## config.mk

```make
export PLATFORM = sky130hd
export DESIGN_NAME = free_address_allocator_flat
export DESIGN_NICKNAME = d
export VERILOG_FILES = /design/src/rtl/faa_pkg.sv /design/src/rtl/faa_req_if.sv /design/src/rtl/faa_rsp_if.sv /design/src/rtl/free_address_allocator.sv /design/src/flat_wrapper.sv
export VERILOG_INCLUDE_DIRS = /design/src /design/src/rtl
export SDC_FILE = /design/constraint.sdc
export NUM_CORES = 1
export LEC_CHECK = 0
export BUFFER_PORTS_ARGS = -buffer_cell sky130_fd_sc_hd__buf_2
export CAP_MARGIN = 40
export CELL_PAD_IN_SITES_DETAIL_PLACEMENT = 2
export CELL_PAD_IN_SITES_GLOBAL_PLACEMENT = 2
export CORE_AREA = 5 5 275 277
export DETAILED_ROUTE_END_ITERATION = 6
export DIE_AREA = 0 0 280 282
export GPL_ROUTABILITY_DRIVEN = 0
export HOLD_SLACK_MARGIN = 0.05
export PLACE_DENSITY = 0.79
export SLEW_MARGIN = 20
export SYNTH_ARGS = -nofsm -noshare
export SYNTH_HDL_FRONTEND = slang
export SYNTH_SLANG_ARGS = --single-unit
```

## constraint.sdc

```tcl
create_clock -name i_clk -period 25.3 [get_ports i_clk]
set_input_delay 2.53 -clock i_clk [delete_from_list [all_inputs] [get_ports i_clk]]
set_output_delay 2.53 -clock i_clk [all_outputs]
set_load 0.03 [all_outputs]
```

## src/rtl/free_address_allocator_defines.svh

```systemverilog
// Assertion helpers shared by the RTL. Every assertion is clocked on i_clk
// and is switched off while i_rst_n is low.
`ifndef FREE_ADDRESS_ALLOCATOR_DEFINES_SVH
`define FREE_ADDRESS_ALLOCATOR_DEFINES_SVH

// The consequent must hold in the same cycle as the antecedent.
`define FAA_ASSERT_IMPLY(label, ante, cons, msg) \
    label: assert property (@(posedge i_clk) disable iff (!i_rst_n) (ante) |-> (cons)) \
        else $error(msg);

// The consequent must hold in the cycle after the antecedent.
`define FAA_ASSERT_NEXT(label, ante, cons, msg) \
    label: assert property (@(posedge i_clk) disable iff (!i_rst_n) (ante) |=> (cons)) \
        else $error(msg);

`endif

```

## src/rtl/faa_pkg.sv

```systemverilog
package faa_pkg;

    // Default number of address bits the pool is built for.
    localparam int MAX_BITS_DEF = 8;

    // Fixed field widths of the request, response and configuration.
    localparam int MODE_W   = 2;
    localparam int ADDR_W   = 8;
    localparam int STATUS_W = 2;
    localparam int CFG_W    = 4;

    typedef enum logic [MODE_W-1:0] {
        MODE_MARK    = 2'd0,
        MODE_RELEASE = 2'd1,
        MODE_FIND    = 2'd2
    } t_mode;

    typedef enum logic [STATUS_W-1:0] {
        ST_OK        = 2'd0,
        ST_USED      = 2'd1,
        ST_NONE_FREE = 2'd2
    } t_status;

    typedef enum logic [3:0] {
        S_CLEAR,
        S_IDLE,
        S_MARK_CHK,
        S_MARK_UP,
        S_REL_CHK,
        S_REL_UP,
        S_FIND_CHK,
        S_FIND_WALK,
        S_HOLD
    } t_state;

endpackage

```

## src/rtl/faa_req_if.sv

```systemverilog
interface faa_req_if
    import faa_pkg::*;
();
    logic              valid;
    logic              ready;
    logic [MODE_W-1:0] mode;
    logic [ADDR_W-1:0] address;

    modport source (output valid, output mode, output address, input ready);
    modport sink (input valid, input mode, input address, output ready);
endinterface

```

## src/rtl/faa_rsp_if.sv

```systemverilog
interface faa_rsp_if
    import faa_pkg::*;
();
    logic                valid;
    logic                ready;
    logic [STATUS_W-1:0] status;
    logic [ADDR_W-1:0]   free_address;

    modport source (output valid, output status, output free_address, input ready);
    modport sink (input valid, input status, input free_address, output ready);
endinterface

```

## src/rtl/free_address_allocator.sv

```systemverilog
// Free address allocator: keeps a used bit for each of 2^active_bits addresses and, above
// them, a binary tree of "subtree full" marks, all held in one memory of 2^(MAX_BITS+1)
// one-bit entries (leaves in the lower half, tree nodes in heap order in the upper half).
// A request marks an address used (status 1 if it was already used), releases
// an address (releasing a free address does nothing), or finds the lowest free address
// (status 2 and address zero if the pool is full); mode 3 is answered with status 0 at once.
// Address bits at and above active_bits are ignored. The tree is walked or updated one
// level per cycle through the memory's one read port and one write port; mark, release
// and find each walk every level, but stop right after their first memory read when the
// mark hits a used address, the release hits a free one or the pool is full. Results sit
// in an output register, so a new request is taken while an earlier result waits. After
// reset, and after every write of active_bits (which resizes and empties the pool), a
// clearing pass over all entries, 512 at the default size, runs before the first
// request is taken. Configuration writes saturate active_bits to the range 1 to MAX_BITS.
`include "free_address_allocator_defines.svh"

module free_address_allocator
    import faa_pkg::*;
#(
    parameter int MAX_BITS = MAX_BITS_DEF
) (
    input  logic             i_clk,
    input  logic             i_rst_n,
    faa_req_if.sink          i_req,
    faa_rsp_if.source        o_rsp,
    input  logic             i_cfg_we,
    input  logic [CFG_W-1:0] i_cfg_active_bits
);

    // Address width of the pool, memory index width and depth.
    localparam int AW    = MAX_BITS;
    localparam int MW    = AW + 1;
    localparam int DEPTH = 2 ** MW;
    // Width of a tree level counter; it must also hold MAX_BITS itself.
    localparam int LVL_W = $clog2(MAX_BITS + 1);
    // Common widths for extending external fields.
    localparam int EW    = (AW > ADDR_W) ? AW : ADDR_W;
    localparam int SW    = (CFG_W > LVL_W) ? CFG_W : LVL_W;

    // Leaves live in the lower half of the memory.
    function automatic logic [MW-1:0] leaf_idx(input logic [AW-1:0] a);
        return {1'b0, a};
    endfunction

    // Tree node at depth d with prefix p sits at heap entry 2^d - 1 + p of the upper half.
    function automatic logic [MW-1:0] node_idx(input logic [LVL_W-1:0] d,
                                               input logic [AW-1:0]    p);
        logic [AW:0] heap;
        heap = ((AW+1)'(1) << d) + {1'b0, p} - (AW+1)'(1);
        return {1'b1, heap[AW-1:0]};
    endfunction

    t_state             r_state, n_state;
    logic [LVL_W-1:0]   r_active_bits, n_active_bits;
    logic [MW-1:0]      r_clr_idx, n_clr_idx;
    logic [AW-1:0]      r_addr, n_addr;
    logic [AW-1:0]      r_p, n_p;
    logic [LVL_W-1:0]   r_lvl, n_lvl;
    logic               r_full, n_full;
    t_status            r_res_status, n_res_status;
    logic [AW-1:0]      r_res_addr, n_res_addr;
    logic               r_out_valid, n_out_valid;
    t_status            r_out_status, n_out_status;
    logic [AW-1:0]      r_out_addr, n_out_addr;

    logic               r_mem [DEPTH];
    logic               r_rd_data;
    logic               mem_we;
    logic               mem_wdata;
    logic [MW-1:0]      mem_waddr;
    logic [MW-1:0]      mem_raddr;

    logic               accept;
    logic               slot_free;
    logic               fin;
    t_status            fin_status;
    logic [AW-1:0]      fin_addr;
    logic [AW-1:0]      addr_mask;
    logic [EW-1:0]      in_addr_ext;
    logic [AW-1:0]      in_addr;
    logic [EW-1:0]      out_addr_ext;
    logic [SW-1:0]      cfg_ext;
    logic [LVL_W-1:0]   h_m1;
    logic [LVL_W-1:0]   lvl_inc;
    logic [AW-1:0]      pfx_cur;
    logic               full_now;
    logic [AW-1:0]      p_next;
    logic               in_walk;

    // A request is taken only while idle, and never together with a configuration write.
    assign accept    = i_req.valid && (r_state == S_IDLE) && !i_cfg_we;
    assign slot_free = !r_out_valid || o_rsp.ready;

    assign addr_mask   = ~({AW{1'b1}} << r_active_bits);
    assign in_addr_ext = EW'(i_req.address);
    assign in_addr     = in_addr_ext[AW-1:0] & addr_mask;

    assign h_m1    = r_active_bits - LVL_W'(1);
    assign lvl_inc = r_lvl + LVL_W'(1);
    // Prefix of the current address at the tree level held in r_lvl.
    assign pfx_cur  = r_addr >> (r_active_bits - r_lvl);
    assign full_now = r_full & r_rd_data;
    assign p_next   = (r_p << 1) | AW'(r_rd_data);

    // High in the states that step through the tree levels.
    assign in_walk = (r_state == S_MARK_UP) || (r_state == S_REL_UP) ||
                     (r_state == S_FIND_WALK);

    // Saturate the written pool size to 1 .. MAX_BITS.
    assign cfg_ext = SW'(i_cfg_active_bits);
    always_comb begin
        n_active_bits = r_active_bits;
        if (i_cfg_we) begin
            if (cfg_ext == '0) begin
                n_active_bits = LVL_W'(1);
            end else if (cfg_ext > SW'(MAX_BITS)) begin
                n_active_bits = LVL_W'(MAX_BITS);
            end else begin
                n_active_bits = cfg_ext[LVL_W-1:0];
            end
        end
    end

    // Next state.
    always_comb begin
        n_state = r_state;
        priority if (i_cfg_we) begin
            n_state = S_CLEAR;
        end else if (fin) begin
            n_state = slot_free ? S_IDLE : S_HOLD;
        end else begin
            unique case (r_state)
                S_CLEAR: begin
                    if (r_clr_idx == '1) begin
                        n_state = S_IDLE;
                    end
                end
                S_IDLE: begin
                    if (accept) begin
                        unique case (i_req.mode)
                            MODE_MARK:    n_state = S_MARK_CHK;
                            MODE_RELEASE: n_state = S_REL_CHK;
                            MODE_FIND:    n_state = S_FIND_CHK;
                            default:      n_state = S_IDLE;
                        endcase
                    end
                end
                S_MARK_CHK:  n_state = S_MARK_UP;
                S_REL_CHK:   n_state = S_REL_UP;
                S_FIND_CHK:  n_state = S_FIND_WALK;
                S_HOLD: begin
                    if (slot_free) begin
                        n_state = S_IDLE;
                    end
                end
                default:     n_state = r_state;
            endcase
        end
    end

    // Memory control, working registers and results.
    always_comb begin
        mem_we     = 1'b0;
        mem_wdata  = 1'b0;
        mem_waddr  = '0;
        mem_raddr  = leaf_idx(r_addr);
        fin        = 1'b0;
        fin_status = ST_OK;
        fin_addr   = '0;
        n_addr     = r_addr;
        n_p        = r_p;
        n_lvl      = r_lvl;
        n_full     = r_full;
        n_clr_idx  = r_clr_idx;

        unique case (r_state)
            S_CLEAR: begin
                mem_we    = 1'b1;
                mem_waddr = r_clr_idx;
                n_clr_idx = r_clr_idx + MW'(1);
            end
            S_IDLE: begin
                n_addr = in_addr;
                if (accept) begin
                    unique case (i_req.mode)
                        MODE_MARK:    mem_raddr = leaf_idx(in_addr);
                        MODE_RELEASE: mem_raddr = leaf_idx(in_addr);
                        MODE_FIND:    mem_raddr = node_idx('0, '0);
                        default:      fin = 1'b1;
                    endcase
                end
            end
            S_MARK_CHK: begin
                if (r_rd_data) begin
                    fin        = 1'b1;
                    fin_status = ST_USED;
                end else begin
                    // Set the leaf and fetch its sibling for the lowest tree level.
                    mem_we    = 1'b1;
                    mem_wdata = 1'b1;
                    mem_waddr = leaf_idx(r_addr);
                    mem_raddr = leaf_idx(r_addr ^ AW'(1));
                    n_lvl     = h_m1;
                    n_full    = 1'b1;
                end
            end
            S_MARK_UP: begin
                // The node is full when the child on our path and its sibling both are.
                mem_we    = 1'b1;
                mem_wdata = full_now;
                mem_waddr = node_idx(r_lvl, pfx_cur);
                n_full    = full_now;
                if (r_lvl == '0) begin
                    fin = 1'b1;
                end else begin
                    mem_raddr = node_idx(r_lvl, pfx_cur ^ AW'(1));
                    n_lvl     = r_lvl - LVL_W'(1);
                end
            end
            S_REL_CHK: begin
                if (r_rd_data) begin
                    mem_we    = 1'b1;
                    mem_waddr = leaf_idx(r_addr);
                    n_lvl     = '0;
                end else begin
                    fin = 1'b1;
                end
            end
            S_REL_UP: begin
                // Every node on the path loses its full mark.
                mem_we    = 1'b1;
                mem_waddr = node_idx(r_lvl, pfx_cur);
                if (r_lvl == h_m1) begin
                    fin = 1'b1;
                end else begin
                    n_lvl = lvl_inc;
                end
            end
            S_FIND_CHK: begin
                if (r_rd_data) begin
                    fin        = 1'b1;
                    fin_status = ST_NONE_FREE;
                end else begin
                    n_p   = '0;
                    n_lvl = '0;
                    if (h_m1 == '0) begin
                        mem_raddr = leaf_idx('0);
                    end else begin
                        mem_raddr = node_idx(LVL_W'(1), '0);
                    end
                end
            end
            S_FIND_WALK: begin
                // The read data tells whether the left child is full; if so go right.
                if (r_lvl == h_m1) begin
                    fin      = 1'b1;
                    fin_addr = p_next & addr_mask;
                end else begin
                    n_p   = p_next;
                    n_lvl = lvl_inc;
                    if (lvl_inc == h_m1) begin
                        mem_raddr = leaf_idx(p_next << 1);
                    end else begin
                        mem_raddr = node_idx(lvl_inc + LVL_W'(1), p_next << 1);
                    end
                end
            end
            S_HOLD: begin
                mem_raddr = leaf_idx(r_addr);
            end
            default: begin
                mem_raddr = leaf_idx(r_addr);
            end
        endcase
    end

    // Output register; a finished result waits in the hold register while it is full.
    always_comb begin
        n_res_status = r_res_status;
        n_res_addr   = r_res_addr;
        n_out_valid  = r_out_valid;
        n_out_status = r_out_status;
        n_out_addr   = r_out_addr;
        if (fin) begin
            n_res_status = fin_status;
            n_res_addr   = fin_addr;
        end
        priority if (fin && slot_free) begin
            n_out_valid  = 1'b1;
            n_out_status = fin_status;
            n_out_addr   = fin_addr;
        end else if ((r_state == S_HOLD) && slot_free) begin
            n_out_valid  = 1'b1;
            n_out_status = r_res_status;
            n_out_addr   = r_res_addr;
        end else begin
            n_out_valid = r_out_valid && !o_rsp.ready;
        end
    end

    assign i_req.ready        = (r_state == S_IDLE) && !i_cfg_we;
    assign o_rsp.valid        = r_out_valid;
    assign o_rsp.status       = r_out_status;
    assign out_addr_ext       = EW'(r_out_addr);
    assign o_rsp.free_address = out_addr_ext[ADDR_W-1:0];

    always_ff @(posedge i_clk) begin
        if (!i_rst_n) begin
            r_state       <= S_CLEAR;
            r_active_bits <= LVL_W'(MAX_BITS);
            r_clr_idx     <= '0;
            r_out_valid   <= 1'b0;
        end else begin
            r_state       <= n_state;
            r_active_bits <= n_active_bits;
            r_clr_idx     <= i_cfg_we ? '0 : n_clr_idx;
            r_out_valid   <= n_out_valid;
        end
    end

    always_ff @(posedge i_clk) begin
        r_addr       <= n_addr;
        r_p          <= n_p;
        r_lvl        <= n_lvl;
        r_full       <= n_full;
        r_res_status <= n_res_status;
        r_res_addr   <= n_res_addr;
        r_out_status <= n_out_status;
        r_out_addr   <= n_out_addr;
    end

    // Leaf and tree memory: one write and one registered read per cycle.
    always_ff @(posedge i_clk) begin
        if (mem_we) begin
            r_mem[mem_waddr] <= mem_wdata;
        end
        r_rd_data <= r_mem[mem_raddr];
    end

    `FAA_ASSERT_NEXT(a_cfg_blocks_req, i_cfg_we, !i_req.ready, "ready after a config write")
    `FAA_ASSERT_NEXT(a_req_starts_walk, accept && !fin, r_state != S_IDLE, "walk not started")
    `FAA_ASSERT_IMPLY(a_lvl_in_range, in_walk, r_lvl < r_active_bits, "tree level too deep")
    `FAA_ASSERT_IMPLY(a_size_in_range, 1'b1, h_m1 < LVL_W'(MAX_BITS), "pool size out of range")

endmodule

```

## src/flat_wrapper.sv

```systemverilog
// flat-port wrapper written by rule: the top's interface ports become plain ports
module free_address_allocator_flat import faa_pkg::*;
#(
    parameter int MAX_BITS = MAX_BITS_DEF
)
  (i_clk, i_rst_n, i_cfg_we, i_cfg_active_bits, i_req_valid, i_req_mode, i_req_address, i_req_ready, o_rsp_valid, o_rsp_status, o_rsp_free_address, o_rsp_ready);
  faa_req_if i_req_i ();
  faa_rsp_if o_rsp_i ();
  input  logic i_clk;
  input  logic i_rst_n;
  input  logic i_cfg_we;
  input  logic [CFG_W-1:0] i_cfg_active_bits;
  input wire logic [$bits(i_req_i.valid)-1:0] i_req_valid;
  input wire logic [$bits(i_req_i.mode)-1:0] i_req_mode;
  input wire logic [$bits(i_req_i.address)-1:0] i_req_address;
  output wire logic [$bits(i_req_i.ready)-1:0] i_req_ready;
  output wire logic [$bits(o_rsp_i.valid)-1:0] o_rsp_valid;
  output wire logic [$bits(o_rsp_i.status)-1:0] o_rsp_status;
  output wire logic [$bits(o_rsp_i.free_address)-1:0] o_rsp_free_address;
  input wire logic [$bits(o_rsp_i.ready)-1:0] o_rsp_ready;
  assign i_req_i.valid = i_req_valid;
  assign i_req_i.mode = i_req_mode;
  assign i_req_i.address = i_req_address;
  assign i_req_ready = i_req_i.ready;
  assign o_rsp_valid = o_rsp_i.valid;
  assign o_rsp_status = o_rsp_i.status;
  assign o_rsp_free_address = o_rsp_i.free_address;
  assign o_rsp_i.ready = o_rsp_ready;
  free_address_allocator #(.MAX_BITS(MAX_BITS)) u_core (.i_clk(i_clk), .i_rst_n(i_rst_n), .i_req(i_req_i), .o_rsp(o_rsp_i), .i_cfg_we(i_cfg_we), .i_cfg_active_bits(i_cfg_active_bits));
endmodule
```

# --- Yosys cells after proc, flatten, opt, wreduce, memory -nomap -nowiden ---
# Memory sizes are Yosys's and may differ from the RTL's. A register that Yosys moved wholly into a read port is not among the register bits.
# Index checks and enable logic that the tools add are counted.
# Widths: inputs -> output; s select.
totals:
  word_cells: 145
  ff_bits: 58
  input_bits: 19
  memories: 1
  mem_bits_rw: 512
  output_inout_bits: 12
mem_list:
  columns: ["memory", "depth", "width", "read_ports", "rd_clocked_by_memory_dff", "wr", "line_no", "source"]
  rows:
  - ["u_core.r_mem", 512, 1, 1, 1, 1, "free_address_allocator.sv:66", "logic r_mem [DEPTH];"]
classes:
  bitwise: 8
  eq_ne: 22
  muxes: 54
  n_reduce_logical: 31
  n_shift: 4
  n_addsub: 12
  order_cmp: 1
op_table:
  columns: ["operator", "count"]
  rows:
  - ["$mux 9", 6]
  - ["$mux 4", 12]
  - ["$mux 8", 6]
  - ["$pmux 9 s5", 1]
  - ["$pmux 9 s4", 1]
  - ["$add 8x8->8", 3]
  - ["$pmux 4 s6", 1]
  - ["$sub 8x1->8 const B", 3]
  - ["$pmux 4 s5", 1]
  - ["$pmux 9 s2", 1]
  - ["$and 8x8->8", 2]
  - ["$eq 4x3->1 const B", 4]
  - ["$logic_not 4->1", 4]
  - ["$shl 1x4->8 const A", 2]
  - ["$mux 7", 2]
  - ["$pmux 7 s2", 1]
  - ["$mux 1", 13]
  - ["$ne 2x2->1 const B", 5]
  - ["$reduce_or 2->1", 5]
  - ["$add 9x1->9 const B", 1]
  - ["$eq 9x9->1 const B", 1]
  - ["$ne 3x1->1 const B", 3]
  - ["$pmux 3 s3", 1]
  - ["$add 4x1->4 const B", 2]
  - ["other kinds (33)", 51]

# --- Longest topological paths before layout ---
logic_depth:
  word_depth: 8
  ltp_mapped: 29
  ltp_nobuf: 27

# --- Worst setup path after synthesis ---
# Ideal clock, no wire load.
synth_path:
  kind: "register to register"
  from: "register u_core.r_state[3]"
  to: "memory u_core.r_mem[0], data pin"
  path_buffers: 2
  required_ns: 21.132
  setup_time_ns: 4.168
  stages_incl_launch_ff: 5
  setup_slack_ns: 0.566
  arrival_time_ns: 20.566
  period_less_slack_ns: 24.734
  path_cell_list: "dfxtp_1 > buf_2 > nand4bb_1 > clkbuf_1 > o21ai_0"
synth_between:
  elab_chain_len: 2
  word_cells_on_any_way: 3
  classes_between: "eq/ne (2); mux (1)"
synth_rtl:
  columns: ["item", "line_no", "source"]
  rows:
  - ["from (decl)", "free_address_allocator.sv:53", "t_state r_state, n_state;"]
  - ["from (signal assigned)", "free_address_allocator.sv:314", "r_state <= n_state;"]
  - ["$eq 4x2->1", null, null]
  - ["$pmux 1 s2 *", "free_address_allocator.sv:176", "unique case (r_state)"]
  - ["net u_core.mem_wdata", "free_address_allocator.sv:69", "logic mem_wdata;"]
  - ["to (decl)", "free_address_allocator.sv:66", null]
# The timed path passes the listed nets; every way through them passes the cells marked *.

# --- Worst setup path in the final report ---
layout_path:
  from: "input port i_req_mode[0]"
  to: "register u_core.r_rd_data (read register of u_core.r_mem)"
layout_between:
  elab_chain_len: 5
  word_cells_on_any_way: 7
  classes_between: "eq/ne (2); mux (3); reduce/logical (2)"
layout_rtl:
  columns: ["item", "line_no", "source"]
  rows:
  - ["from (decl)", "flat_wrapper.sv:14", "input wire logic [$bits(i_req_i.mode)-1:0] i_req_mode;"]
  - ["$eq 2x1->1 or $logic_not 2->1 (tied branches)", null, null]
  - ["$reduce_or 2->1 (no source line)", null, null]
  - ["$pmux 9 s2 *", "free_address_allocator.sv:185", "unique case (i_req.mode)"]
  - ["$mux 9 *", "free_address_allocator.sv:184", "if (accept) begin"]
  - ["$pmux 9 s5 *", "free_address_allocator.sv:176", null]
  - ["to (decl)", "free_address_allocator.sv:67", "logic r_rd_data;"]
# Every way passes the cells marked *; elsewhere a longest branch is shown, timed or not.
# A chain may end at the register's enable or synchronous reset.

==> summary.md <==
| Metric | Value |
|---|---|
| Worst hold endpoint | `u_core.o_rsp.free_address[7]$_DFFE_PP_` |
| Most common cell after layout, fill and taps aside | `nor2_1` |
| EDFF count, synth | `552` |
| First-pass GRT wire length | `148 mm` |
| Kind of start point of the critical path | `input port` |
| Commonest non-fill, non-tap cells in the layout | `575 x nor2_1, 552 x edfxtp_1, 370 x nand2_1, 133 x nand3_1, 98 x mux2i_1` |
| Cells on worst reg2reg path | `22` |
| DIE AREA | `79,000 um2` |
| Worst setup EP type | `register` |
| R2R Setup Slk | `18.21 ns` |
| Dpl hpwl | `59.2 mm` |
| Drt first pass iters | `5` |
| Worst Hold Class | `reg -> reg` |
| Mux contribution to synthesized area | `5.84%` |
| Post CTS Setup Buffer Count | `0` |
| Reg clk slew, reported paths | `0.06 ns` |
| Slew @ Worst Pin | `0.910 ns` |
| CTS tree | `yes` |
| Initial core utilization | `38.6%` |
| Num CTS Buffers | `67` |
| Post-Synth XOR/XNOR Area | `1.17%` |
| CP Max Fanout | `53` |
| Worst flop-to-flop path startpoint | `u_core.r_lvl[1]$_DFFE_PP_` |
| DRC | `0` |
| Post-layout net count | `2,635` |
| Height of the die | `282 um` |
| Routed vias/inst | `5.88` |
| Total number of vias | `21,000` |
| PortBufs | `30` |
| Hold path start | `u_core.r_res_addr[7]$_DFFE_PP_` |
| Hold Path Depth | `1` |
| N_diodes | `0` |
| Fill cells | `7,469` |
| Largest net degree at the start of global routing | `301` |
| Setup ws final | `18.15 ns` |
| Async S/R FF share, synth | `0%` |
| Worst path required time | `25.75 ns` |
| Worst vdd ir | `0.0457 mV` |
| Synth Instances | `2,581` |
| Crit path DAT | `7.60 ns` |
| Status | `completed` |
| IO Pins | `31` |
| Sequential share of the synthesized area | `60.4%` |
| Synthesized area per cell | `10.9 um2` |
| Synth-to-layout area growth | `12.0%` |
| Met1 GRT Util | `31.0%` |
| Worst slack, placed | `17.58 ns` |
| Met2 Use GR | `44.1%` |
| Tmin final | `7.15 ns` |
| Core area | `72,600 um2` |
| Fmax | `140 MHz` |
| Largest family of logic cells by synthesized area | `simple AND/OR/NAND/NOR gates` |
| Max_cap viols | `0` |
| Total gr overflow | `0` |
| Final Hold Fails | `0` |
| Root buffer cell | `clkbuf_16` |
| FF/Latch Area | `17,000 um2` |
| Distinct cells, synth | `83` |
| Met3 Usage GRT | `3.91%` |
| Lkg Pwr | `10.1 nW` |
| Adder-cell share of the synthesized area | `2.60%` |
| Synth Cell Area | `28,100 um2` |
| WL per Instance | `27.9 um` |
| RSZ-0062 raised after global routing | `no` |
| Crit path kind | `in -> reg` |
| Initial drt markers | `2,026` |
| Cts-stage hold buffer count | `0` |
| Reg2reg end | `u_core.r_rd_data$_DFF_P_` |
| Layout cells sized above 1 | `10.2%` |
| Clk_lat worst skew | `0.61 ns` |
| Post-CTS Resized | `0` |
| Slew HR | `39.3%` |
| Antenna violations before repair | `0` |
| Post-synthesis compound-gate area fraction | `6.63%` |
| Routed wire length | `99.7 mm` |
| Fin Setup TNS | `0 ns` |
| Synth Area in Simple Gates | `19.2%` |
| Vias in the first global route | `23,100` |
| Top_reg_cell synth | `edfxtp_1` |
| Area of the multi-input gates | `10,100 um2` |
| Syn Nets | `2,656` |
| Fin Clk Skew | `0.0199 ns` |
| Setup violations, final | `0` |
| Routed Antenna Nets | `0` |
| Clock buffer depth | `3` |
| Clock Sinks | `571` |
| Gr busiest metal | `met2` |
| Chip width | `280 um` |
| Fin crit share | `28.3%` |
| GRT Total Usage | `24.8%` |
| Slew Limit Fails | `0` |
| Power Dens Cells | `64.7 nW/um2` |
| Yosys reg bits | `571` |
| H-tree depth | `3` |
| # rows | `99` |
| Synth warn | `0` |
how the worst max path moves through the flow:
stage	cells after the start	from	endpoint
after floorplan	4	u_core.r_state[3]$_SDFFE_PP0P_	u_core.r_mem[0]$_DFFE_PP_
final	18	i_req_mode[0]	u_core.r_rd_data$_DFF_P_
after detailed placement	18	i_req_mode[0]	u_core.r_rd_data$_DFF_P_
after global routing	22	u_core.r_lvl[1]$_DFFE_PP_	u_core.r_rd_data$_DFF_P_
after CTS	18	i_req_mode[0]	u_core.r_rd_data$_DFF_P_
after global placement	16	i_req_mode[0]	u_core.r_rd_data$_DFF_P_
critical path, cell delays in order:
cell	delay, ns
buf_2	0.12
ha_1	0.23
or3b_4	0.42
nor3_4	0.37
a22o_1	0.24
a211o_1	0.11
buf_4	0.28
or2_4	0.41
buf_4	0.49
buf_12	0.31
buf_4	0.62
mux4_2	0.41
nand2_1	0.09
nand2_1	0.06
nor4_1	0.31
a31o_2	0.17
o22a_1	0.16
o221ai_1	0.15
sequential cells by signal, summed over array words and instances (netlist names):
register,count
u_core.r_clr_idx,9
u_core.r_lvl,4
u_core.o_rsp.status,2
u_core.r_state,4
u_core.r_p,7
u_core.r_rd_data,1
u_core.r_addr,8
u_core.o_rsp.free_address,8
u_core.o_rsp.valid,1
u_core.r_active_bits,4
u_core.r_res_status,2
u_core.r_full,1
u_core.r_res_addr,8
u_core.r_mem,512
synthesized netlist by cell type (20+ instances only):
master	number	area share, %
nor2_1	578	7.7
edfxtp_1	552	59
nand2_1	384	5.1
nand3_1	133	2.4
clkbuf_1	115	1.5
mux2i_1	98	3.5
inv_1	73	0.98
ha_1	52	2.3
nor3_1	51	0.91
buf_2	42	0.75
a21oi_1	39	0.70
o21ai_0	34	0.61
a211oi_1	23	0.62
xnor2_1	22	0.69
and3_1	20	0.45
mux4_2	20	1.6
nand4_1	20	0.45
area by class of cell:
type	instances	share of cell area (%)
sequential	571	54.0
multi-input combinational	1753	32.1
clock inverter	32	0.984
inverter	73	0.872
timing repair buffer	94	2.48
clock buffer	86	5.76
tap	959	3.82
per-stage QoR:
stage                     area, um2  util [%]  total power [mW]  std cells  hold slack [ns]
after CTS                     31400      43.2              2.05       3563            0.558
after global routing          31400      43.3              2.09       3568            0.567
after detailed placement      29200      40.3              1.09       3445            0.545
after floorplan               28100         -              1.07       2581            0.471
after global placement        29100      40.1              1.09       3437            0.510
final                         31400      43.3              2.03       3568            0.554
power breakdown:
group          total (mW)  internal, mW  switching (mW)
Clock               0.964         0.566           0.398
Combinational      0.0458        0.0160          0.0297
Sequential           1.02          1.02         0.00134
Total                2.03          1.60           0.429
logic make-up after synthesis:
family	Yosys count
buf+inv	257
fa+ha+maj	56
simple gates	1272
compound gates	253
flops	571
xor+xnor	36
mux	136
layer usage:
layer | part of all wire, % | routed length, um
met1 | 40 | 40000
met2 | 50 | 50300
met3 | 5.8 | 5790
met4 | 3.6 | 3590
met5 | 0 | 0
No activity file was read; power rests on OpenSTA's default activity.
